==> src/rtl/tkdb_pkg.sv <==
// Package: payload types and fixed constants for the key debouncer / packet timer.
package tkdb_pkg;

  localparam int unsigned PktUnit      = 100;
  localparam int unsigned IntegW       = 7;
  localparam logic [IntegW-1:0] IntegMax = 7'd127;
  localparam int unsigned PktW         = 15;  // interval limit <= 255*100
  localparam logic [7:0]  PktDelayRst  = 8'd10;
  localparam logic [PktW-1:0] PktLimitRst = PktW'(PktDelayRst * PktUnit);

  typedef struct packed {
    logic        key0_level;
    logic        key1_level;
    logic        load_delay;
    logic [15:0] delay_count;
    logic        clear_rx_timeout;
    logic        clear_packet_flag;
  } tkdb_in_t;

  typedef struct packed {
    logic [1:0]  key_code;
    logic        window_end;
    logic        packet_flag;
    logic        delay_busy;
    logic [15:0] rx_timeout_count;
  } tkdb_out_t;

endpackage

==> src/rtl/tick_key_debounce_packet_timer_top.sv <==
// Top level: tick-driven two-key integrating debouncer with packet and delay timers.
//
// Usage
//   Each input transaction is one millisecond tick carrying the raw levels of
//   two key pins (low = pressed) plus load/clear strobes for the timers. Every
//   tick yields exactly one output transaction with the debounced key code,
//   the window-end strobe, the sticky packet flag, delay busy and the receive
//   timeout tick count.
//   Both channels use valid/stall: a transaction moves on a rising edge with
//   valid high and stall low.
//   Path: input register, then update logic into the result register.
//   Throughput: 1 tick per cycle while out_stall_i is low; the only loop is
//   the state update in the result stage.
//   Stall: when out_stall_i holds a full result register, the input register
//   keeps one more tick and in_stall_o rises only once both are full.
//   pkt_delay is written through cfg_we_i/cfg_data_i while idle (a user rule, not
//   enforced by the block); the write registers the interval limit pkt_delay*100.
//   Reset (rst_ni low, async): all counters, flags and key state go to zero,
//   pkt_delay returns to 10, both stages empty.
module tick_key_debounce_packet_timer_top #(
  parameter int unsigned KEY_WINDOW = 16
) (
  input  logic                clk_i,
  input  logic                rst_ni,
  input  logic                cfg_we_i,
  input  logic [7:0]          cfg_data_i,
  input  logic                in_valid_i,
  output logic                in_stall_o,
  input  tkdb_pkg::tkdb_in_t  in_data_i,
  output logic                out_valid_o,
  input  logic                out_stall_i,
  output tkdb_pkg::tkdb_out_t out_data_o
);
  import tkdb_pkg::*;

  localparam int unsigned WinW = $clog2(KEY_WINDOW + 1);
  localparam logic [WinW-1:0]   WinLast  = WinW'(KEY_WINDOW);
  localparam logic [IntegW-1:0] KeyThres = IntegW'(KEY_WINDOW / 2);

  // pipeline control
  logic      s1_valid_q;
  tkdb_in_t  s1_data_q;
  logic      out_valid_q;
  tkdb_out_t out_data_q;
  logic      out_ready;
  logic      s1_fire;

  // block state
  logic [PktW-1:0]   pkt_limit_q;
  logic [15:0]       delay_left_q, delay_left_d;
  logic [15:0]       rx_ticks_q, rx_ticks_d;
  logic [PktW-1:0]   pkt_ticks_q, pkt_ticks_d;
  logic              pkt_pend_q, pkt_pend_d;
  logic [IntegW-1:0] integ0_q, integ0_d, integ1_q, integ1_d;
  logic [WinW-1:0]   win_ticks_q, win_ticks_d;
  logic [1:0]        key_state_q, key_state_d;
  logic              wend;

  assign out_ready   = !out_valid_q || !out_stall_i;
  assign s1_fire     = s1_valid_q && out_ready;
  assign in_stall_o  = s1_valid_q && !out_ready;
  assign out_valid_o = out_valid_q;
  assign out_data_o  = out_data_q;

  function automatic logic [IntegW-1:0] integrate(logic [IntegW-1:0] acc, logic level);
    logic [IntegW-1:0] r;
    r = acc;
    if (!level) begin
      if (acc != IntegMax) r = acc + IntegW'(1);
    end else begin
      if (acc != '0) r = acc - IntegW'(1);
    end
    return r;
  endfunction

  logic [WinW-1:0]   win_inc;
  logic [PktW-1:0]   pkt_inc;
  logic [15:0]       rx_base;

  always_comb begin
    // delay: a load of n reads n after this tick (0xFFFF saturates then counts once)
    if (s1_data_q.load_delay) begin
      delay_left_d = (s1_data_q.delay_count == 16'hFFFF) ? 16'hFFFE : s1_data_q.delay_count;
    end else begin
      delay_left_d = (delay_left_q != '0) ? delay_left_q - 16'd1 : '0;
    end

    rx_base    = s1_data_q.clear_rx_timeout ? '0 : rx_ticks_q;
    rx_ticks_d = rx_base + 16'd1;

    integ0_d = integrate(integ0_q, s1_data_q.key0_level);
    integ1_d = integrate(integ1_q, s1_data_q.key1_level);

    win_inc     = win_ticks_q + WinW'(1);
    wend        = (win_inc >= WinLast);
    win_ticks_d = wend ? '0 : win_inc;
    key_state_d = wend ? {(integ1_d >= KeyThres), (integ0_d >= KeyThres)} : key_state_q;

    // packet timer: counter stays below the largest limit 255*100, so +1 cannot wrap
    pkt_inc    = pkt_ticks_q + PktW'(1);
    pkt_pend_d = s1_data_q.clear_packet_flag ? 1'b0 : pkt_pend_q;
    if (pkt_inc >= pkt_limit_q) begin
      pkt_ticks_d = '0;
      pkt_pend_d  = 1'b1;
    end else begin
      pkt_ticks_d = pkt_inc;
    end
  end

  always_ff @(posedge clk_i or negedge rst_ni) begin
    if (!rst_ni) begin
      s1_valid_q   <= 1'b0;
      out_valid_q  <= 1'b0;
      pkt_limit_q  <= PktLimitRst;
      delay_left_q <= '0;
      rx_ticks_q   <= '0;
      pkt_ticks_q  <= '0;
      pkt_pend_q   <= 1'b0;
      integ0_q     <= '0;
      integ1_q     <= '0;
      win_ticks_q  <= '0;
      key_state_q  <= '0;
    end else begin
      if (cfg_we_i) begin
        pkt_limit_q <= PktW'(cfg_data_i * PktW'(PktUnit));
      end
      if (!in_stall_o) begin
        s1_valid_q <= in_valid_i;
      end
      if (out_ready) begin
        out_valid_q <= s1_valid_q;
      end
      if (s1_fire) begin
        delay_left_q <= delay_left_d;
        rx_ticks_q   <= rx_ticks_d;
        pkt_ticks_q  <= pkt_ticks_d;
        pkt_pend_q   <= pkt_pend_d;
        integ0_q     <= integ0_d;
        integ1_q     <= integ1_d;
        win_ticks_q  <= win_ticks_d;
        key_state_q  <= key_state_d;
      end
    end
  end

  // payload registers
  always_ff @(posedge clk_i) begin
    if (!in_stall_o && in_valid_i) begin
      s1_data_q <= in_data_i;
    end
    if (s1_fire) begin
      out_data_q.key_code         <= key_state_d;
      out_data_q.window_end       <= wend;
      out_data_q.packet_flag      <= pkt_pend_d;
      out_data_q.delay_busy       <= (delay_left_d != '0);
      out_data_q.rx_timeout_count <= rx_ticks_d;
    end
  end

endmodule

==> config.mk <==
export PLATFORM = sky130hd
export DESIGN_NAME = tick_key_debounce_packet_timer_top
export DESIGN_NICKNAME = d
export VERILOG_FILES = /design/src/rtl/tkdb_pkg.sv /design/src/rtl/tick_key_debounce_packet_timer_top.sv
export SDC_FILE = /design/constraint.sdc
export NUM_CORES = 1
export LEC_CHECK = 0
export BUFFER_PORTS_ARGS = -buffer_cell sky130_fd_sc_hd__buf_2
export CAP_MARGIN = 40
export CORE_ASPECT_RATIO = 2
export CORE_UTILIZATION = 55
export DETAILED_ROUTE_END_ITERATION = 7
export GPL_TIMING_DRIVEN = 0
export HOLD_SLACK_MARGIN = 0.06
export PLACE_DENSITY = 0.76
export SYNTH_ARGS = -nofsm -noshare
export SYNTH_HDL_FRONTEND = slang
export SYNTH_SLANG_ARGS = --single-unit
==> constraint.sdc <==
create_clock -name clk_i -period 4.8 [get_ports clk_i]
set_clock_uncertainty 0.2 [all_clocks]
set_input_delay 0.24 -clock clk_i [delete_from_list [all_inputs] [get_ports clk_i]]
set_output_delay 0.24 -clock clk_i [all_outputs]
set_load 0.005 [all_outputs]
Yosys cells after proc, flatten, opt, wreduce, memory -nomap -nowiden
Cells that the tools add are included.
- logic and storage cells: 65
- bits of input ports: 34
- bits in registers: 126
- add/sub/neg operators: 8
- reduce and logical (&&, ||, !) cells: 12
- muxes and demuxes: 15
- eq/ne operators: 3
- $lt $le $gt $ge: 4
- $mul: 1
- operator list (cell ; number):
    $mux 16 ; 4
    $mux 7 ; 6
    $reduce_bool 16->1 ; 2
    $add 16x1->16 const B ; 1
    $eq 16x16->1 const B ; 1
    $sub 16x1->16 const B ; 1
    $add 15x1->15 const B ; 1
    $ge 15x15->1 ; 1
    $mux 15 ; 1
    $add 7x1->7 const B ; 2
    $ge 7x4->1 const B ; 2
    $ne 7x7->1 const B ; 2
    $reduce_bool 7->1 ; 2
    $sub 7x1->7 const B ; 2
    $mul 8x5->13 const B ; 1
    $add 5x1->5 const B ; 1
    $ge 5x5->1 const B ; 1
    $mux 5 ; 1
    $logic_not 1->1 ; 4
    $logic_and 1x1->1 ; 3
    $mux 1 ; 2
    $mux 2 ; 1
    $logic_or 1x1->1 ; 1

Depth between registers and ports, before layout
Gate-level depths: netlist of run 1.
- depth after elaboration: 6
- depth in mapped cells: 15
- depth with buffers taken out: 14

Worst setup path after synthesis of run 1
No wires, ideal clock.
- path type: register -> register
- start: reg pkt_ticks_q[0]
- end: reg out_data_q, in the netlist out_data_o[17] (data pin)
- setup slack: 1.622 ns
- cell stages (with the launch flop): 15
- arrival: 2.724 ns
- period minus slack after synthesis: 3.178 ns
- path through: dfrtp_1 > ha_1 > nand3_1 > nor2_1 > and3_1 > and3_1 > xor2_1 > ha_1 > a21o_1 > a211oi_1 > inv_1 > o22ai_1 > a31oi_1 > clkbuf_1 > a21o_1
- word-level cells in the longest chain between the ends: 3
- ends and longest elaborated chain (item ; RTL line ; source):
    from (decl) ; tick_key_debounce_packet_timer_top.sv:52 ; logic [PktW-1:0] pkt_ticks_q, pkt_ticks_d;
    from (signal assigned) ; tick_key_debounce_packet_timer_top.sv:136 ; pkt_ticks_q <= pkt_ticks_d;
    $add 15x1->15 ; tick_key_debounce_packet_timer_top.sv:100 ; pkt_inc = pkt_ticks_q + PktW'(1);
    $ge 15x15->1 ; tick_key_debounce_packet_timer_top.sv:102 ; if (pkt_inc >= pkt_limit_q) begin
    $mux 1 ; tick_key_debounce_packet_timer_top.sv:102 ;
    named net pkt_pend_d ; tick_key_debounce_packet_timer_top.sv:53 ; logic pkt_pend_q, pkt_pend_d;
    to (decl) ; tick_key_debounce_packet_timer_top.sv:44 ; tkdb_out_t out_data_q;
The timed path passes the listed nets, and every way through them passes these cells.
A chain may end at the register's enable or synchronous reset.

Worst setup path in the final report of run 1
- start: reg pkt_ticks_q[0]
- end: reg pkt_ticks_q[10]
- word-level cells in the longest chain between the ends: 3
- ends and longest elaborated chain (item ; RTL line):
    $add 15x1->15 * ; tick_key_debounce_packet_timer_top.sv:100
    $ge 15x15->1 ; tick_key_debounce_packet_timer_top.sv:102
    $mux 15 * ; tick_key_debounce_packet_timer_top.sv:102
Mark *: on every way between the ends. The rest lies on a longest branch, timed or not.

==> results of run 1 <==
[final timing paths]
path	end	cells past startpoint	slack, ns
worst max register to register	pkt_ticks_q[10]	15	0.82
min in group asynchronous	integ1_q[5]	2	0.15
max in group asynchronous	rx_ticks_q[9]	3	3.62
worst min register to register	key_state_q[0]	1	0.30
worst min-delay path	pkt_limit_q[13]	3	0.10
worst max-delay path	pkt_ticks_q[10]	15	0.82
[synthesized netlist by cell type, types with 3 or more instances]
cell	count	share of area, %
a21o_1	6	0.61
a21oi_1	23	1.6
a22o_1	7	0.83
a31oi_1	10	0.85
a32oi_1	6	0.71
a41oi_1	3	0.36
and2_1	3	0.25
and3_1	13	1.1
buf_1	4	0.20
clkbuf_1	25	1.3
dfrtp_1	78	27
dfstp_2	6	2.1
edfxtp_1	42	17
fa_1	3	0.82
ha_1	52	8.8
inv_1	37	1.9
mux2_2	6	0.92
mux2i_1	8	1.1
nand2_1	99	5.0
nand2b_1	9	0.76
nand3_1	32	2.2
nand4_1	15	1.3
nand4b_1	4	0.48
nor2_1	53	2.7
nor2b_1	12	1.0
nor3_1	13	0.88
nor4_1	3	0.25
o211ai_1	3	0.31
o21a_1	7	0.71
o21ai_0	62	4.2
o22ai_1	6	0.51
o31ai_1	12	1.2
o41ai_1	4	0.48
xnor2_1	30	3.6
xor2_1	17	2.0
[area by class of cell]
class,instances,share of cell area [%]
multi-input combinational,560,42.3
sequential,126,38.5
timing repair buffer,86,6.97
clock buffer,17,4.86
tap,152,2.17
clock inverter,15,1.94
buffer,33,1.63
inverter,38,1.63
[cell families (layout without fill, tap and decap cells)]
family	Yosys count	count (layout)	synth area share [%]
AO/OA/AOI/OAI	165	165	14.2
XOR/XNOR	47	47	5.59
adder cells (fa/ha/maj)	55	55	9.65
buffers and inverters	71	189	3.86
flip-flops	126	126	45.8
multiplexers	14	14	2.00
AND/OR/NAND/NOR	279	279	19.0
[registers in the layout (all words and copies together), names as in the netlist]
signal / count
pkt_ticks_q: 15
integ0_q: 7
s1_valid_q: 1
out_data_o: 21
delay_left_q: 16
win_ticks_q: 5
integ1_q: 7
out_valid_o: 1
s1_data_q: 21
pkt_pend_q: 1
key_state_q: 2
pkt_limit_q: 13
rx_ticks_q: 16
[critical path, stage by stage, from the launching register on]
cell and delay [ns]:
dfrtp_1 0.41, ha_1 0.28, nand3_1 0.17, nor2_1 0.29
and3_1 0.30, and3_1 0.23, xor2_1 0.19, ha_1 0.19
a21o_1 0.13, a211oi_1 0.08, inv_1 0.06, o22ai_1 0.07
a31oi_1 0.53, clkbuf_1 0.44, o21ai_1 0.10, a22o_1 0.20
[layer usage]
| metal | vias to the layer above | routed length (um) | global-route usage, % |
|---|---|---|---|
| met3 | 54 | 548 | 3.84 |
| met1 | 3015 | 6820 | 28.8 |
| met2 | 199 | 10300 | 53.3 |
| li1 | 2924 | - | - |
| met5 | - | 0 | 0 |
| met4 | 0 | 707 | 14.1 |
[power groups by stage]
stage,clock network (mW),registers (mW),logic (mW)
5_1_grt,1.37,1.53,1.23
3_5_place_dp,0,1.51,1.06
2_1_floorplan,0,1.47,0.784
3_3_place_gp,0,1.50,1.00
4_1_cts,1.31,1.50,1.09
6_report,1.30,1.50,1.10
[placed cells by master, fill, tap and decap left out, types with 5 or more instances in the layout]
cell type,n
o21ai_0,62
a31oi_1,10
nand2_1,99
o22ai_1,6
clkbuf_16,17
a22o_1,7
inv_8,5
xor2_1,17
dfrtp_1,78
ha_1,52
nand4_1,15
a32oi_1,6
nand3_1,32
buf_2,56
nand2b_1,9
inv_1,37
nor3_1,13
inv_6,5
edfxtp_1,42
dfstp_2,6
clkbuf_1,24
o21a_1,7
nor2_1,53
mux2i_1,8
xnor2_1,30
o31ai_1,12
and3_1,13
mux2_2,6
nor2b_1,12
a21oi_1,23
a21o_1,6
dlygate4sd3_1,29
[timing repair]
action	in CTS	in global routing
setup endpoints to repair	0	0
endpoints found under the hold margin	111	0
hold buffers	29	0
==> results_dict.tcl, run 1 <==
set metrics [dict create \
    status "finished, violations left" \
    violations "DRC" \
    io_pins 57 \
    ys_warn_count 0 \
    grt_usage_pct 27.9 \
    dp_hpwl_um 13000 \
    drc 6 \
    drive_gt1_share_pct 13.9 \
    swShare_pct 35.6 \
    multi_input_area_mm2 0.00371 \
    core.rowCount 59 \
    synthCells 757 \
    synth-seq-cells 126 \
    grt_max_degree 47 \
    gr-total-overflow 0 \
    critPathLaunchType "flip-flop" \
    worstPathArrival_ns 4.09 \
    core_mm2 0.0131 \
    holdCritStartpoint "cfg_we_i" \
    cts_tree "built" \
    period_minus_slack_ns 3.98 \
    rsz0062_at_grt "no" \
    reg2reg_from "pkt_ticks_q[0]" \
    cts_buffers 17 \
    wl_per_cell_um 17.9 \
    io_buffers 55 \
    fin_ws_ns 0.816 \
    clk_path_buf_depth 2 \
    min_path_type "input pin to flip-flop" \
    crit_path_max_fanout 10 \
    slew_headroom_pct 48.9 \
    post-place-ws_ns 0.894 \
    ant_nets 0 \
    die_x_um 83.8 \
    clk_pin_slew_ns 0.06 \
    synth_area_mm2 0.00736 \
    ys_async_sr_fraction_pct 66.7 \
    clk_latency_ns 0.42 \
    vias_per_cell 6.03 \
    die_area_mm2 0.0139 \
    syn2layout_area_growth_pct 19.0 \
    synth_nets 846 \
    fillers 1031 \
    final-hold-violation-count 0 \
    clock_power_share_pct 33.4 \
    finish.utilization_pct 67.1 \
    grt_pass1_vias 6479 \
    htreeDepth 4 \
    postCtsResizedCells 0 \
    tightest_slew_ns 0.766 \
    finalSetupViolations 0 \
    drv_cap 0 \
    gp_congestion 0.948 \
    yosysUniqueCellTypes 69 \
    timing.final.max_slew_violations 0 \
    instances_no_fill 1027 \
    start_util_pct 56.4 \
    antenna_found_initial 0 \
    critPathKind "flip-flop to flip-flop" \
    synth.avg_cell_area_um2 9.73 \
    p_sw_mw 1.39 \
    ys_seq_area_share_pct 45.8 \
    grt_pass1_wl_um 30600 \
    place_inst 966 \
    fmax_ghz 0.251 \
    total_power_mw 3.90 \
    synth-edff-count 42 \
    antenna_cells 0 \
    holdWs_ns 0.102 \
    ys.flop_type "dfrtp_1" \
    power_frac_seq_pct 38.5 \
    powerDensity_mw_per_mm2 445 \
    dpl_cell_area_mm2 0.00788 \
    via_count 6192 \
    period_share_pct 83.0 \
    fin_nets 951 \
    dieHeight_um 166 \
    p_comb_share_pct 28.1 \
    power.internal_mw 2.51 \
    cp.required_ns 4.90 \
    cp-end-kind "flip-flop" \
    fin_area_mm2 0.00876 \
    drt_iter0_drc 449 \
    drt-total-wl_um 18400 \
    seqCellArea_mm2 0.00337 \
    power_leakage_nw 3.91 \
    root_buffer "clkbuf_16" \
    postCtsSetupBuffers 0 \
    cp-startpoint "pkt_ticks_q[0]" \
    peakVddDrop_uv 315 \
    firstDrtPassIters 7 \
    tns_ns 0 \
    clkSinkCount 126 \
]
No activity file was read; power rests on OpenSTA's default activity.
==> run 2: changes to the inputs <==
Settings changed: PLACE_DENSITY 0.76 to 0.79.
Clock period 4.8 ns to 3.3 ns, I/O delays scaled along.
==> run 2 against run 1 <==
  * The run still ends with DRC left
  * Setup slack lost 0.69 ns
  * Die area unchanged
  * Count of clock-buffer cells in the layout stayed put
  * Critical endpoint is now pkt_limit_q[14]
  * Critical path type is now input pin to flip-flop
  * Flip-flop and latch count unchanged
  * Combinational power rose by 45%
  * Sequential power increased by 45%
  * Worst hold slack lost 0.017 ns
  * Highest routed layer unchanged
  * Power rose by 43%
==> results_dict.tcl, run 2 (synthesized netlist as in run 1, its figures left out) <==
set metrics [dict create \
    critPathKind "input pin to flip-flop" \
    dp_hpwl_um 12100 \
    htreeDepth 4 \
    post-place-ws_ns -0.572 \
    rsz0062_at_grt "yes" \
    fin_ws_ns 0.129 \
    final-hold-violation-count 0 \
    peakVddDrop_uv 454 \
    drive_gt1_share_pct 16.4 \
    drc 12 \
    drt_iter0_drc 285 \
    clkSinkCount 126 \
    crit_path_max_fanout 3 \
    min_path_type "input pin to flip-flop" \
    cts_buffers 17 \
    grt_pass1_vias 6352 \
    cp.required_ns 3.39 \
    final_common_cell "nand2_1" \
    critPathLaunchType "input pin" \
    antenna_found_initial 0 \
    grt_pass1_wl_um 28900 \
    timing.final.max_slew_violations 0 \
    violations "DRC" \
    io_buffers 55 \
    ant_nets 0 \
    dieHeight_um 166 \
    die_area_mm2 0.0139 \
    power_leakage_nw 3.96 \
    io_pins 57 \
    tightest_slew_ns 0.715 \
    root_buffer "clkbuf_16" \
    total_power_mw 5.57 \
    core.rowCount 59 \
    clk_path_buf_depth 2 \
    status "finished, violations left" \
    fin_area_mm2 0.00893 \
    firstDrtPassIters 7 \
    cts_tree "built" \
    grt_max_degree 57 \
    antenna_cells 0 \
    gp_congestion 0.949 \
    die_x_um 83.8 \
    tns_ns 0 \
    instances_no_fill 1035 \
    syn2layout_area_growth_pct 21.3 \
    dpl_cell_area_mm2 0.00788 \
    place_inst 966 \
    drt-total-wl_um 17500 \
    drv_cap 0 \
    vias_per_cell 5.96 \
    wl_per_cell_um 16.9 \
    clk_pin_slew_ns 0.06 \
    core_mm2 0.0131 \
    finish.utilization_pct 68.4 \
    finalSetupViolations 0 \
    cp-end-kind "flip-flop" \
    gr-total-overflow 0 \
    start_util_pct 56.4 \
    period_minus_slack_ns 3.17 \
    holdWs_ns 0.0849 \
    grt_usage_pct 26.3 \
    slew_headroom_pct 52.4 \
    clk_latency_ns 0.43 \
    most-common-layout-cells "nand2_1, dfrtp_1, o21ai_0" \
    fin_nets 959 \
    via_count 6164 \
    powerDensity_mw_per_mm2 624 \
    fmax_ghz 0.315 \
    worstPathArrival_ns 3.26 \
    period_share_pct 96.1 \
]
==> run 2: cell count changes in the layout (fill, tap and decap cells not counted), moves of 2 or more <==
cell	before	now
dfrtp_2	0	2
clkinvlp_4	2	4
buf_4	1	4
dlygate4sd3_1	29	32
nor2_1	53	50
and3_1	13	10
dfrtp_1	78	76
and3_4	1	3
a21oi_2	0	2
nor2_4	0	2
a21oi_1	23	21
buf_8	1	3
==> run 2: worst paths after layout <==
path                                 from               to  slack (ns)  cells past startpoint
max                         cfg_data_i[0]  pkt_limit_q[14]        0.13                     13
min                         cfg_data_i[4]   pkt_limit_q[6]        0.08                      5
max reg2reg                pkt_ticks_q[1]  pkt_ticks_q[10]        0.13                     14
min reg2reg                win_ticks_q[3]   win_ticks_q[3]        0.30                      1
max in group asynchronous          rst_ni       s1_valid_q        1.80                      4
min in group asynchronous          rst_ni   pkt_limit_q[5]        0.12                      2
==> run 2: layer usage <==
layer | track usage, % | vias up | routed length (um)
met2 | 49.1 | 184 | 9540
met3 | 4.09 | 79 | 521
li1 | - | 2948 | -
met1 | 26.5 | 2953 | 6450
met4 | 16.9 | 0 | 940
met5 | 0 | - | 0
==> run 2: power by group <==
part | switching [mW] | internal, mW | leakage (nW)
sequential | 0.262 | 1.92 | 1.47
combinational | 0.914 | 0.674 | 2.22
clock | 0.806 | 0.997 | 0.267
total | 1.98 | 3.59 | 3.96
==> run 2: critical path: stages <==
cell and delay [ns]:
dlygate4sd3_1 0.53, buf_2 0.14, ha_1 0.20, ha_1 0.28, ha_1 0.32, fa_1 0.47, a21o_1 0.22, a21oi_2 0.17
nor2b_1 0.07, o21a_1 0.19, o41ai_2 0.26, xnor2_1 0.17, a21oi_1 0.08
==> run 2: repair_timing <==
item	4_1_cts	5_1_grt
pin swaps	2	1
gates resized for setup	12	13
cloned	0	1
hold buffers	32	0
endpoints found under the setup margin	17	18
endpoints found under the hold margin	112	0
setup buffers	2	1
==> run 2: cell type report <==
cell class,instances,area [um^2]
timing repair buffer,94,703
inverter,38,143
clock inverter,15,139
fill,1011,4130
sequential,126,3370
clock buffer,17,425
buffer,33,154
tap,152,190
multi-input combinational,560,3800
